[src/rtl/wwc_pkg.sv]
// wwc_pkg: shared codes, widths and types for the weightless classifier
// no dependencies; imported by the interfaces and every module of the block
package wwc_pkg;

  // fixed field widths of the channels
  localparam int OP_W         = 2;
  localparam int ENTRY_W      = 32;
  localparam int LABEL_W      = 2;
  localparam int BEST_CLASS_W = 2;
  localparam int BEST_SCORE_W = 4;

  // entry positions covered by the map registers, five-bit source index each
  localparam int MAP_POS = 32;
  localparam int IDX_W   = 5;
  localparam int MAP_LOW_W  = 60;
  localparam int MAP_MID_W  = 60;
  localparam int MAP_HIGH_W = 40;
  localparam int ACTIVE_W   = 3;
  localparam int ACTIVE_RST = 4;

  // configuration port
  localparam int APB_DATA_W = 64;
  localparam int APB_ADDR_W = 5;
  localparam int REG_IDX_W  = 2;

  typedef enum logic [OP_W-1:0] {
    OP_TRAIN    = 2'd0,
    OP_CLASSIFY = 2'd1,
    OP_CLEAR    = 2'd2,
    OP_NOP      = 2'd3
  } wwc_op_e;

  typedef enum logic [REG_IDX_W-1:0] {
    REG_MAP_LOW  = 2'd0,
    REG_MAP_MID  = 2'd1,
    REG_MAP_HIGH = 2'd2,
    REG_ACTIVE   = 2'd3
  } wwc_reg_e;

  typedef enum logic [1:0] {
    S_IDLE = 2'd0,
    S_ADDR = 2'd1,
    S_EXEC = 2'd2,
    S_DONE = 2'd3
  } wwc_state_e;

  // per-cycle commands from the sequencer to the banks and the score unit
  typedef struct packed {
    logic clear;  // zero every ram bit
    logic train;  // set the addressed bit of the selected class
    logic scan;   // score the selected class
    logic first;  // first class of a scan, restart the running best
  } wwc_ctrl_t;

endpackage

[src/rtl/wwc_if.sv]
// wwc_in_if / wwc_out_if: valid-ready channels for item and result beats
// depends on wwc_pkg for the field widths
interface wwc_in_if;
  import wwc_pkg::*;

  logic               valid;
  logic               ready;
  logic [OP_W-1:0]    op;
  logic [ENTRY_W-1:0] entry_bits;
  logic [LABEL_W-1:0] class_label;

  modport source (output valid, op, entry_bits, class_label, input ready);
  modport sink   (input valid, op, entry_bits, class_label, output ready);
endinterface

interface wwc_out_if;
  import wwc_pkg::*;

  logic                    valid;
  logic                    ready;
  logic [BEST_CLASS_W-1:0] best_class;
  logic [BEST_SCORE_W-1:0] best_score;
  logic                    label_error;

  modport source (output valid, best_class, best_score, label_error, input ready);
  modport sink   (input valid, best_class, best_score, label_error, output ready);
endinterface

[src/rtl/wwc_tuple_addr.sv]
// wwc_tuple_addr: maps entry bits through the position map into tuple addresses
// depends on wwc_pkg; first position of a tuple is the address msb
module wwc_tuple_addr #(
  parameter int ENTRY_BITS = 32,
  parameter int TUPLE_BITS = 4,
  parameter int NUM_RAMS   = 8
) (
  input  logic [wwc_pkg::ENTRY_W-1:0]    entry_i,
  input  logic [wwc_pkg::MAP_LOW_W-1:0]  map_low_i,
  input  logic [wwc_pkg::MAP_MID_W-1:0]  map_mid_i,
  input  logic [wwc_pkg::MAP_HIGH_W-1:0] map_high_i,
  output logic [NUM_RAMS-1:0][TUPLE_BITS-1:0] addr_o
);
  import wwc_pkg::*;

  localparam int POS_N = NUM_RAMS * TUPLE_BITS;
  localparam int MAP_W = MAP_LOW_W + MAP_MID_W + MAP_HIGH_W;

  logic [MAP_W-1:0] map_all;
  logic [POS_N-1:0] pos_bit;

  assign map_all = {map_high_i, map_mid_i, map_low_i};

  for (genvar p = 0; p < POS_N; p++) begin : g_pos
    if (p < ENTRY_BITS && p < MAP_POS) begin : g_map
      assign pos_bit[p] = entry_i[map_all[IDX_W*p +: IDX_W]];
    end else begin : g_pad
      // padding of a short last tuple
      assign pos_bit[p] = 1'b0;
    end
  end

  for (genvar r = 0; r < NUM_RAMS; r++) begin : g_tup
    for (genvar j = 0; j < TUPLE_BITS; j++) begin : g_bit
      assign addr_o[r][TUPLE_BITS-1-j] = pos_bit[r*TUPLE_BITS+j];
    end
  end

endmodule

[src/rtl/wwc_ram_bank.sv]
// wwc_ram_bank: one tuple's one-bit rams, one row per class
// depends on wwc_pkg for the control struct
module wwc_ram_bank #(
  parameter int NUM_CLASSES = 4,
  parameter int TUPLE_BITS  = 4
) (
  input  logic                           clk_i,
  input  logic                           rst_ni,
  input  wwc_pkg::wwc_ctrl_t             ctrl_i,
  input  logic [$clog2(NUM_CLASSES)-1:0] cls_i,
  input  logic [TUPLE_BITS-1:0]          addr_i,
  output logic                           hit_o
);
  import wwc_pkg::*;

  localparam int RAM_SIZE = 1 << TUPLE_BITS;

  logic [NUM_CLASSES-1:0][RAM_SIZE-1:0] rows_q;

  always_ff @(posedge clk_i or negedge rst_ni) begin
    if (!rst_ni) begin
      rows_q <= '0;
    end else if (ctrl_i.clear) begin
      rows_q <= '0;
    end else if (ctrl_i.train) begin
      rows_q[cls_i][addr_i] <= 1'b1;
    end
  end

  assign hit_o = rows_q[cls_i][addr_i];

endmodule

[src/rtl/wwc_score_unit.sv]
// wwc_score_unit: shared hit counter and running best compare, one class per cycle
// depends on wwc_pkg for the control struct
module wwc_score_unit #(
  parameter int NUM_RAMS = 8,
  parameter int CLS_W    = 2
) (
  input  logic                              clk_i,
  input  logic                              rst_ni,
  input  wwc_pkg::wwc_ctrl_t                ctrl_i,
  input  logic [CLS_W-1:0]                  cls_i,
  input  logic [NUM_RAMS-1:0]               hits_i,
  output logic [CLS_W-1:0]                  best_cls_o,
  output logic [$clog2(NUM_RAMS+1)-1:0]     best_score_o
);
  import wwc_pkg::*;

  localparam int SCORE_W = $clog2(NUM_RAMS + 1);

  logic [SCORE_W-1:0] score;
  logic [SCORE_W-1:0] ref_score;
  logic [CLS_W-1:0]   best_cls_q, best_cls_d;
  logic [SCORE_W-1:0] best_score_q, best_score_d;

  always_comb begin
    score = '0;
    for (int i = 0; i < NUM_RAMS; i++) begin
      score = score + SCORE_W'(hits_i[i]);
    end
  end

  // strictly greater wins, so ties keep the lower class
  always_comb begin
    ref_score    = ctrl_i.first ? '0 : best_score_q;
    best_cls_d   = ctrl_i.first ? '0 : best_cls_q;
    best_score_d = ref_score;
    if (score > ref_score) begin
      best_cls_d   = cls_i;
      best_score_d = score;
    end
  end

  always_ff @(posedge clk_i or negedge rst_ni) begin
    if (!rst_ni) begin
      best_cls_q   <= '0;
      best_score_q <= '0;
    end else if (ctrl_i.scan) begin
      best_cls_q   <= best_cls_d;
      best_score_q <= best_score_d;
    end
  end

  assign best_cls_o   = best_cls_q;
  assign best_score_o = best_score_q;

endmodule

[src/rtl/wisard_weightless_classifier_unit.sv]
// wisard_weightless_classifier_unit: top level, sequencer, config registers, result register
// depends on wwc_pkg, wwc_if, wwc_tuple_addr, wwc_ram_bank, wwc_score_unit
//
//  channel | dir | handshake             | payload
//  --------+-----+-----------------------+----------------------------------------
//  req_i   | in  | valid / ready         | op, entry_bits, class_label
//  rsp_o   | out | valid / ready         | best_class, best_score, label_error
//  apb     | in  | psel, penable, pready | paddr, pwdata, pwrite, prdata
//
// an item beat is followed by the address state, then the execute state, once for train,
// clear or no-op and once per active class for classify (the shared score unit counts
// the hits of one class per cycle), then the done state, which loads the result
// register once rsp_o has room for it
// reset clears the rams, config and control registers at once, no clearing pass
// a waiting result on rsp_o stalls the next result load, not the next item beat
module wisard_weightless_classifier_unit #(
  parameter int ENTRY_BITS  = 32,
  parameter int TUPLE_BITS  = 4,
  parameter int NUM_CLASSES = 4
) (
  input  logic                           clk_i,
  input  logic                           rst_ni,
  wwc_in_if.sink                         req_i,
  wwc_out_if.source                      rsp_o,
  input  logic                           psel,
  input  logic                           penable,
  input  logic                           pwrite,
  input  logic [wwc_pkg::APB_ADDR_W-1:0] paddr,
  input  logic [wwc_pkg::APB_DATA_W-1:0] pwdata,
  output logic [wwc_pkg::APB_DATA_W-1:0] prdata,
  output logic                           pready
);
  import wwc_pkg::*;

  localparam int NUM_RAMS = (ENTRY_BITS + TUPLE_BITS - 1) / TUPLE_BITS;
  localparam int CLS_W    = $clog2(NUM_CLASSES);
  localparam int CNT_W    = $clog2(NUM_CLASSES + 1);
  localparam int SCORE_W  = $clog2(NUM_RAMS + 1);

  // configuration registers
  logic [MAP_LOW_W-1:0]  map_low_q;
  logic [MAP_MID_W-1:0]  map_mid_q;
  logic [MAP_HIGH_W-1:0] map_high_q;
  logic [ACTIVE_W-1:0]   active_q;
  logic                  cfg_wr;
  wwc_reg_e              reg_idx;

  // sequencer
  wwc_state_e state_q, state_d;
  wwc_op_e    op_q;
  logic [ENTRY_W-1:0] entry_q;
  logic [LABEL_W-1:0] label_q;
  logic [CLS_W-1:0]   cls_q, cls_d;
  logic [CNT_W-1:0]   ncls;
  logic               last_cls;
  logic               label_err;
  logic               in_beat;
  logic               out_room;
  wwc_ctrl_t          ctrl;
  logic [CLS_W-1:0]   bank_cls;

  // tuple addresses and bank hits
  logic [NUM_RAMS-1:0][TUPLE_BITS-1:0] addr_d, addr_q;
  logic [NUM_RAMS-1:0]                 hits;
  logic [CLS_W-1:0]                    best_cls;
  logic [SCORE_W-1:0]                  best_score;

  // result register
  logic                    out_vld_q, out_vld_d;
  logic [BEST_CLASS_W-1:0] out_class_q, out_class_d;
  logic [BEST_SCORE_W-1:0] out_score_q, out_score_d;
  logic                    out_err_q, out_err_d;

  // ---------------------------------------------------------------- config port
  assign pready  = 1'b1;
  assign cfg_wr  = psel && penable && pwrite && pready;
  assign reg_idx = wwc_reg_e'(paddr[APB_ADDR_W-1 -: REG_IDX_W]);

  always_ff @(posedge clk_i or negedge rst_ni) begin
    if (!rst_ni) begin
      map_low_q  <= '0;
      map_mid_q  <= '0;
      map_high_q <= '0;
      active_q   <= ACTIVE_W'(ACTIVE_RST);
    end else if (cfg_wr) begin
      case (reg_idx)
        REG_MAP_LOW:  map_low_q  <= pwdata[MAP_LOW_W-1:0];
        REG_MAP_MID:  map_mid_q  <= pwdata[MAP_MID_W-1:0];
        REG_MAP_HIGH: map_high_q <= pwdata[MAP_HIGH_W-1:0];
        REG_ACTIVE:   active_q   <= pwdata[ACTIVE_W-1:0];
        default: ;
      endcase
    end
  end

  always_comb begin
    case (reg_idx)
      REG_MAP_LOW:  prdata = APB_DATA_W'(map_low_q);
      REG_MAP_MID:  prdata = APB_DATA_W'(map_mid_q);
      REG_MAP_HIGH: prdata = APB_DATA_W'(map_high_q);
      REG_ACTIVE:   prdata = APB_DATA_W'(active_q);
      default:      prdata = '0;
    endcase
  end

  // effective class count: zero counts as one, saturate at the class count
  always_comb begin
    if (active_q == '0) begin
      ncls = CNT_W'(1);
    end else if (int'(active_q) > NUM_CLASSES) begin
      ncls = CNT_W'(NUM_CLASSES);
    end else begin
      ncls = CNT_W'(active_q);
    end
  end

  assign label_err = int'(label_q) >= int'(ncls);
  assign last_cls  = (CNT_W'(cls_q) + CNT_W'(1)) == ncls;

  // ---------------------------------------------------------------- sequencer
  assign req_i.ready = (state_q == S_IDLE);
  assign in_beat     = req_i.valid && req_i.ready;
  assign out_room    = !out_vld_q || rsp_o.ready;

  always_comb begin
    state_d = state_q;
    case (state_q)
      S_IDLE: begin
        if (req_i.valid) state_d = S_ADDR;
      end
      S_ADDR: state_d = S_EXEC;
      S_EXEC: begin
        // classify stays here once per active class
        if (op_q != OP_CLASSIFY || last_cls) state_d = S_DONE;
      end
      S_DONE: begin
        if (out_room) state_d = S_IDLE;
      end
      default: state_d = S_IDLE;
    endcase
  end

  always_comb begin
    ctrl  = '0;
    cls_d = '0;
    case (state_q)
      S_EXEC: begin
        case (op_q)
          OP_TRAIN:    ctrl.train = !label_err;
          OP_CLASSIFY: begin
            ctrl.scan  = 1'b1;
            ctrl.first = (cls_q == '0);
            cls_d      = last_cls ? cls_q : cls_q + CLS_W'(1);
          end
          OP_CLEAR:    ctrl.clear = 1'b1;
          default: ;
        endcase
      end
      default: ;
    endcase
  end

  assign bank_cls = (op_q == OP_CLASSIFY) ? cls_q : CLS_W'(label_q);

  always_ff @(posedge clk_i or negedge rst_ni) begin
    if (!rst_ni) begin
      state_q <= S_IDLE;
      cls_q   <= '0;
    end else begin
      state_q <= state_d;
      cls_q   <= cls_d;
    end
  end

  // item payload, captured on the input beat
  always_ff @(posedge clk_i) begin
    if (in_beat) begin
      op_q    <= wwc_op_e'(req_i.op);
      entry_q <= req_i.entry_bits;
      label_q <= req_i.class_label;
    end
    if (state_q == S_ADDR) begin
      addr_q <= addr_d;
    end
  end

  // ---------------------------------------------------------------- datapath
  wwc_tuple_addr #(
    .ENTRY_BITS (ENTRY_BITS),
    .TUPLE_BITS (TUPLE_BITS),
    .NUM_RAMS   (NUM_RAMS)
  ) u_tuple_addr (
    .entry_i    (entry_q),
    .map_low_i  (map_low_q),
    .map_mid_i  (map_mid_q),
    .map_high_i (map_high_q),
    .addr_o     (addr_d)
  );

  for (genvar r = 0; r < NUM_RAMS; r++) begin : g_bank
    wwc_ram_bank #(
      .NUM_CLASSES (NUM_CLASSES),
      .TUPLE_BITS  (TUPLE_BITS)
    ) u_bank (
      .clk_i  (clk_i),
      .rst_ni (rst_ni),
      .ctrl_i (ctrl),
      .cls_i  (bank_cls),
      .addr_i (addr_q[r]),
      .hit_o  (hits[r])
    );
  end

  wwc_score_unit #(
    .NUM_RAMS (NUM_RAMS),
    .CLS_W    (CLS_W)
  ) u_score (
    .clk_i        (clk_i),
    .rst_ni       (rst_ni),
    .ctrl_i       (ctrl),
    .cls_i        (cls_q),
    .hits_i       (hits),
    .best_cls_o   (best_cls),
    .best_score_o (best_score)
  );

  // ---------------------------------------------------------------- result register
  always_comb begin
    out_class_d = '0;
    out_score_d = '0;
    out_err_d   = 1'b0;
    case (op_q)
      OP_CLASSIFY: begin
        out_class_d = BEST_CLASS_W'(best_cls);
        out_score_d = BEST_SCORE_W'(best_score);
      end
      OP_TRAIN: out_err_d = label_err;
      default: ;
    endcase
  end

  always_comb begin
    out_vld_d = out_vld_q;
    if (rsp_o.ready) out_vld_d = 1'b0;
    if (state_q == S_DONE && out_room) out_vld_d = 1'b1;
  end

  always_ff @(posedge clk_i or negedge rst_ni) begin
    if (!rst_ni) begin
      out_vld_q <= 1'b0;
    end else begin
      out_vld_q <= out_vld_d;
    end
  end

  always_ff @(posedge clk_i) begin
    if (state_q == S_DONE && out_room) begin
      out_class_q <= out_class_d;
      out_score_q <= out_score_d;
      out_err_q   <= out_err_d;
    end
  end

  assign rsp_o.valid       = out_vld_q;
  assign rsp_o.best_class  = out_class_q;
  assign rsp_o.best_score  = out_score_q;
  assign rsp_o.label_error = out_err_q;

endmodule
[src/flat_wrapper.sv]
// flat-port wrapper written by rule: the top's interface ports become plain ports
module wisard_weightless_classifier_unit_flat import wwc_pkg::*;
#(
  parameter int ENTRY_BITS  = 32,
  parameter int TUPLE_BITS  = 4,
  parameter int NUM_CLASSES = 4
)
  (clk_i, rst_ni, psel, penable, pwrite, paddr, pwdata, prdata, pready, req_i_valid, req_i_op, req_i_entry_bits, req_i_class_label, req_i_ready, rsp_o_valid, rsp_o_best_class, rsp_o_best_score, rsp_o_label_error, rsp_o_ready);
  wwc_in_if req_i_i ();
  wwc_out_if rsp_o_i ();
  input  logic clk_i;
  input  logic rst_ni;
  input  logic psel;
  input  logic penable;
  input  logic pwrite;
  input  logic [wwc_pkg::APB_ADDR_W-1:0] paddr;
  input  logic [wwc_pkg::APB_DATA_W-1:0] pwdata;
  output logic [wwc_pkg::APB_DATA_W-1:0] prdata;
  output logic pready;
  input wire logic [$bits(req_i_i.valid)-1:0] req_i_valid;
  input wire logic [$bits(req_i_i.op)-1:0] req_i_op;
  input wire logic [$bits(req_i_i.entry_bits)-1:0] req_i_entry_bits;
  input wire logic [$bits(req_i_i.class_label)-1:0] req_i_class_label;
  output wire logic [$bits(req_i_i.ready)-1:0] req_i_ready;
  output wire logic [$bits(rsp_o_i.valid)-1:0] rsp_o_valid;
  output wire logic [$bits(rsp_o_i.best_class)-1:0] rsp_o_best_class;
  output wire logic [$bits(rsp_o_i.best_score)-1:0] rsp_o_best_score;
  output wire logic [$bits(rsp_o_i.label_error)-1:0] rsp_o_label_error;
  input wire logic [$bits(rsp_o_i.ready)-1:0] rsp_o_ready;
  assign req_i_i.valid = req_i_valid;
  assign req_i_i.op = req_i_op;
  assign req_i_i.entry_bits = req_i_entry_bits;
  assign req_i_i.class_label = req_i_class_label;
  assign req_i_ready = req_i_i.ready;
  assign rsp_o_valid = rsp_o_i.valid;
  assign rsp_o_best_class = rsp_o_i.best_class;
  assign rsp_o_best_score = rsp_o_i.best_score;
  assign rsp_o_label_error = rsp_o_i.label_error;
  assign rsp_o_i.ready = rsp_o_ready;
  wisard_weightless_classifier_unit #(.ENTRY_BITS(ENTRY_BITS), .TUPLE_BITS(TUPLE_BITS), .NUM_CLASSES(NUM_CLASSES)) u_core (.clk_i(clk_i), .rst_ni(rst_ni), .req_i(req_i_i), .rsp_o(rsp_o_i), .psel(psel), .penable(penable), .pwrite(pwrite), .paddr(paddr), .pwdata(pwdata), .prdata(prdata), .pready(pready));
endmodule
[config.mk]
export PLATFORM = sky130hd
export DESIGN_NAME = wisard_weightless_classifier_unit_flat
export DESIGN_NICKNAME = d
export VERILOG_FILES = /design/src/rtl/wwc_pkg.sv /design/src/rtl/wwc_if.sv /design/src/rtl/wwc_tuple_addr.sv /design/src/rtl/wwc_ram_bank.sv /design/src/rtl/wwc_score_unit.sv /design/src/rtl/wisard_weightless_classifier_unit.sv /design/src/flat_wrapper.sv
export SDC_FILE = /design/constraint.sdc
export NUM_CORES = 2
export LEC_CHECK = 0
export BUFFER_PORTS_ARGS = -buffer_cell sky130_fd_sc_hd__buf_2
export CAP_MARGIN = 20
export CORE_ASPECT_RATIO = 1.25
export CORE_MARGIN = 2
export CORE_UTILIZATION = 47
export DETAILED_ROUTE_END_ITERATION = 16
export HOLD_SLACK_MARGIN = 0.08
export PLACE_DENSITY = 0.66
export RECOVER_POWER = 25
export SYNTH_ARGS = -nofsm -noshare
export SYNTH_HDL_FRONTEND = slang
export SYNTH_SLANG_ARGS = --single-unit
[constraint.sdc]
create_clock -name clk_i -period 12.4 [get_ports clk_i]
set_clock_uncertainty 0.1 [all_clocks]
set_input_delay 1.86 -clock clk_i [delete_from_list [all_inputs] [get_ports clk_i]]
set_output_delay 1.86 -clock clk_i [all_outputs]
set_load 0.005 [all_outputs]
==> Flow_metrics.wiki <==
{| class="wikitable"
! Metric !! Value
|-
| Max Clk Rate || 0.122 GHz
|-
| Number of max-cap violations || 5
|-
| Congestion Overflow GR || 0
|-
| # setup viols final || 0
|-
| CP peak stage delay || 3.22 ns
|-
| Area fraction of the dominant cell type after synthesis || 41.0%
|-
| Buffers plus inverters on the worst setup path || 2
|-
| Critical path start-end classification || in -> async
|-
| Worst slew margin relative to its limit || -213%
|-
| VDD IR-drop max || 0.158 mV
|-
| Static leakage || 0.0199 uW
|-
| Period utilisation layout || 66.2%
|-
| Violations in the final reports || capacitance limit, slew limit
|-
| Post-route cell area || 0.0458 sq mm
|-
| Number of storage elements in the synthesis netlist || 761
|-
| Arrival @ worst endpoint || 8.01 ns
|-
| Total routing resource utilization after global routing || 25.9%
|-
| Clock root buffer || sky130_fd_sc_hd__clkbuf_16
|-
| Antenna-violating nets left || 0
|-
| Area after DPL || 0.0432 sq mm
|-
| Die Span X || 271 um
|-
| Number of enable-type register cells in the synthesized netlist || 75
|-
| Worst Setup Start Kind || input pin
|-
| Number of sinks handled by clock tree synthesis || 761
|-
| CTS resizes || 0
|-
| Final setup margin || 4.19 ns
|-
| Cell area after synthesis || 0.0418 sq mm
|-
| Post-detailed-route DRC marker count || 0
|-
| Minimum clock period after layout || 8.21 ns
|-
| Number of distinct library cell variants in the gate-level netlist after synthesis || 55
|-
| Post-Syn Instances || 3652
|-
| Final WL || 118000 um
|-
| Final hold violation count || 0
|-
| H-tree levels || 3
|-
| Core outline area || 0.0884 sq mm
|-
| Critical path's slowest cell || sky130_fd_sc_hd__clkbuf_1
|-
| Sum of negative setup slack || 0 ns
|-
| Number of global-route vias before repair || 31726
|-
| Clock insertion delay at the later pin of the skew report || 0.64 ns
|-
| Number of CTS-inserted buffers || 76
|-
| Total power divided by cell area || 188 mW/mm^2
|-
| Die height || 337 um
|-
| CP delay by family, top || buffers and inverters
|-
| Pins over their slew limit || 288
|-
| Standard-cell row count || 122
|-
| Leading cell type by number of instances after synthesis || sky130_fd_sc_hd__dfrtp_1
|-
| Worst setup slack after placement || 4.69 ns
|-
| Setup slack of the worst register-to-register path || 4.69 ns
|-
| WL/cell || 24.5 um
|-
| Average via count per standard cell || 6.43
|-
| RePlAce Congestion || 0.815
|-
| Detailed Route Iter0 Violations || 3178
|-
| Count of fill cells added during filler insertion || 7632
|-
| Area leader, netlist || sky130_fd_sc_hd__dfrtp_1
|-
| Clock edge transition at the registers on the reported setup and hold paths || 0.06 ns
|-
| Critical path fanouts, max || 84
|-
| RSZ-0062 raised after global routing || no
|-
| Data required time of the critical path || 12.19 ns
|-
| Half-perimeter wire length after detailed placement || 68800 um
|-
| Sequential-to-total area share from yosys stat || 46.5%
|-
| Initial antenna violation count || 7
|-
| Syn-to-layout area delta || 9.63%
|-
| CP endpoint kind || async pin
|-
| Classification of the worst-slack hold path || reg -> reg
|-
| Total power || 8620 uW
|-
| I/O pin count || 186
|-
| Total via count after detailed routing || 31101
|-
| Effective utilization at floorplan || 47.3%
|-
| Top post-synthesis cells by area || sky130_fd_sc_hd__dfrtp_1, sky130_fd_sc_hd__mux4_2, sky130_fd_sc_hd__a21oi_1
|-
| Total die area || 0.0914 sq mm
|-
| Predominant post-synthesis flop cell || sky130_fd_sc_hd__dfrtp_1
|-
| CTS tree || built
|-
| Number of nets in the layout || 3724
|-
| Bufs on Longest Clock Path || 3
|-
| Total number of yosys warnings || 0
|-
| # Post-CTS Setup Buffers || 0
|-
| Wire length of the first global-routing pass || 185000 um
|-
| Async set or reset register ratio after synthesis || 90.1%
|-
| Mapped Avg Cell Area || 11.4 sq um
|-
| Maximum number of pins on one net before global-route repair || 146
|-
| Share of final-layout standard cells stronger than drive strength 1 || 25.7%
|-
| Most used standard cells in the synthesized netlist || sky130_fd_sc_hd__dfrtp_1, sky130_fd_sc_hd__nor2_1, sky130_fd_sc_hd__a21oi_1
|-
| Length of the first detailed-routing pass in iterations || 5
|-
| Cells along the critical path || clkbuf_1, clkbuf_1
|-
| PortBufs || 173
|-
| Hold Buf Count CTS || 0
|-
| Worst Tran Pin Value || 4.69 ns
|-
| Most common cell on crit path || sky130_fd_sc_hd__clkbuf_1
|-
| Result of the run || complete, but fails checks
|}
==> state kept, by name, indices dropped and copies added (netlist names) <==
| register | count |
|---|---|
| u_core.g_bank.u_bank.rows_q | 512 |
| u_core.map_low_q | 60 |
| u_core.map_mid_q | 60 |
| u_core.map_high_q | 40 |
| u_core.addr_q | 32 |
| u_core.entry_q | 32 |
| u_core.rsp_o.best_score | 4 |
| u_core.u_score.best_score_o | 4 |
| u_core.active_q | 3 |
| u_core.cls_q | 2 |
| u_core.label_q | 2 |
| u_core.op_q | 2 |
| u_core.rsp_o.best_class | 2 |
| u_core.state_q | 2 |
| u_core.u_score.best_cls_o | 2 |
| u_core.rsp_o.label_error | 1 |
| u_core.rsp_o.valid | 1 |
==> layout make-up <==
type	instances	area, sq um	area share, %
diodes	2	5.00	0.0109
clock buffers	106	2240	4.89
multi-input cells	2497	20800	45.4
flip-flops and latches	761	19400	42.4
inverters	16	60.1	0.131
repair buffers	241	1400	3.06
well taps	1178	1470	3.22
clock inverters	34	438	0.955
==> power breakdown <==
group | leakage, uW | total, uW | switching [uW] | internal [uW]
Combinational | 0.00863 | 2770 | 1450 | 1320
Sequential | 0.00998 | 3390 | 527 | 2860
Clock | 0.00131 | 2460 | 1020 | 1440
Total | 0.0199 | 8620 | 3000 | 5620
==> through the flow <==
step | utilization (%) | hold slack [ns] | instances
after floorplan | - | 0.354 | 3655
after global placement | 48.9 | 0.367 | 4693
after detailed placement | 48.9 | 0.376 | 4693
after CTS | 51.9 | 0.389 | 4833
after global routing | 51.9 | 0.407 | 4834
final | 51.9 | 0.386 | 4835
==> cell usage in the layout (no fill, tap or decap), types with 10 or more instances in the layout <==
| cell type | Yosys | final |
|---|---|---|
| sky130_fd_sc_hd__inv_1 | 16 | 16 |
| sky130_fd_sc_hd__dfrtp_1 | 685 | 685 |
| sky130_fd_sc_hd__nor3_1 | 75 | 73 |
| sky130_fd_sc_hd__clkbuf_1 | 284 | 16 |
| sky130_fd_sc_hd__and3_1 | 12 | 12 |
| sky130_fd_sc_hd__buf_4 | 16 | 63 |
| sky130_fd_sc_hd__nor2b_1 | 15 | 14 |
| sky130_fd_sc_hd__clkbuf_8 | 0 | 14 |
| sky130_fd_sc_hd__ha_1 | 15 | 15 |
| sky130_fd_sc_hd__mux2_1 | 0 | 23 |
| sky130_fd_sc_hd__clkinv_2 | 0 | 10 |
| sky130_fd_sc_hd__nor2_1 | 684 | 682 |
| sky130_fd_sc_hd__o21ai_0 | 49 | 49 |
| sky130_fd_sc_hd__mux4_1 | 11 | 11 |
| sky130_fd_sc_hd__edfxtp_1 | 75 | 75 |
| sky130_fd_sc_hd__nor4_1 | 15 | 15 |
| sky130_fd_sc_hd__a21oi_1 | 563 | 563 |
| sky130_fd_sc_hd__o32ai_1 | 20 | 20 |
| sky130_fd_sc_hd__o22ai_1 | 11 | 11 |
| sky130_fd_sc_hd__mux2i_1 | 108 | 106 |
| sky130_fd_sc_hd__clkbuf_16 | 0 | 80 |
| sky130_fd_sc_hd__buf_2 | 30 | 171 |
| sky130_fd_sc_hd__nand2_1 | 179 | 178 |
| sky130_fd_sc_hd__mux2_2 | 197 | 174 |
| sky130_fd_sc_hd__nand3_1 | 21 | 21 |
| sky130_fd_sc_hd__a2111oi_0 | 18 | 18 |
| sky130_fd_sc_hd__nand2b_1 | 38 | 38 |
| sky130_fd_sc_hd__a31oi_1 | 11 | 11 |
| sky130_fd_sc_hd__mux4_2 | 377 | 377 |
==> kinds of logic after synthesis <==
group / share of synthesized area (%)
compound gates: 9.32
xor+xnor: 0.0210
buf+inv: 4.00
simple gates: 10.6
mux: 29.0
flops: 46.5
fa+ha+maj: 0.640
other cells: 0.0180
==> layer usage <==
| layer | track usage (%) | vias up | wire length, um |
|---|---|---|---|
| met3 | 4.69 | 429 | 9250 |
| met1 | 32.1 | 15789 | 44600 |
| met5 | 0 | - | 74 |
| met2 | 43.5 | 1629 | 58400 |
| li1 | - | 13244 | - |
| met4 | 13.3 | 10 | 5960 |
==> worst paths after layout <==
| kind | startpoint | endpoint | cells after the start |
|---|---|---|---|
| max | rst_ni | u_core.map_high_q[27]$_DFFE_PN0P_ | 2 |
| min | u_core.g_bank[2].u_bank.rows_q[44]$_DFFE_PN0P_ | u_core.g_bank[2].u_bank.rows_q[44]$_DFFE_PN0P_ | 2 |
| max reg2reg | u_core.op_q[1]$_DFFE_PP_ | u_core.u_score.best_cls_o[1]$_DFFE_PN0P_ | 22 |
| min reg2reg | u_core.g_bank[2].u_bank.rows_q[44]$_DFFE_PN0P_ | u_core.g_bank[2].u_bank.rows_q[44]$_DFFE_PN0P_ | 2 |
| max in group clk_i | u_core.op_q[1]$_DFFE_PP_ | u_core.u_score.best_cls_o[1]$_DFFE_PN0P_ | 22 |
| min in group asynchronous | rst_ni | u_core.g_bank[3].u_bank.rows_q[46]$_DFFE_PN0P_ | 1 |
No activity file was read; power rests on OpenSTA's default activity.
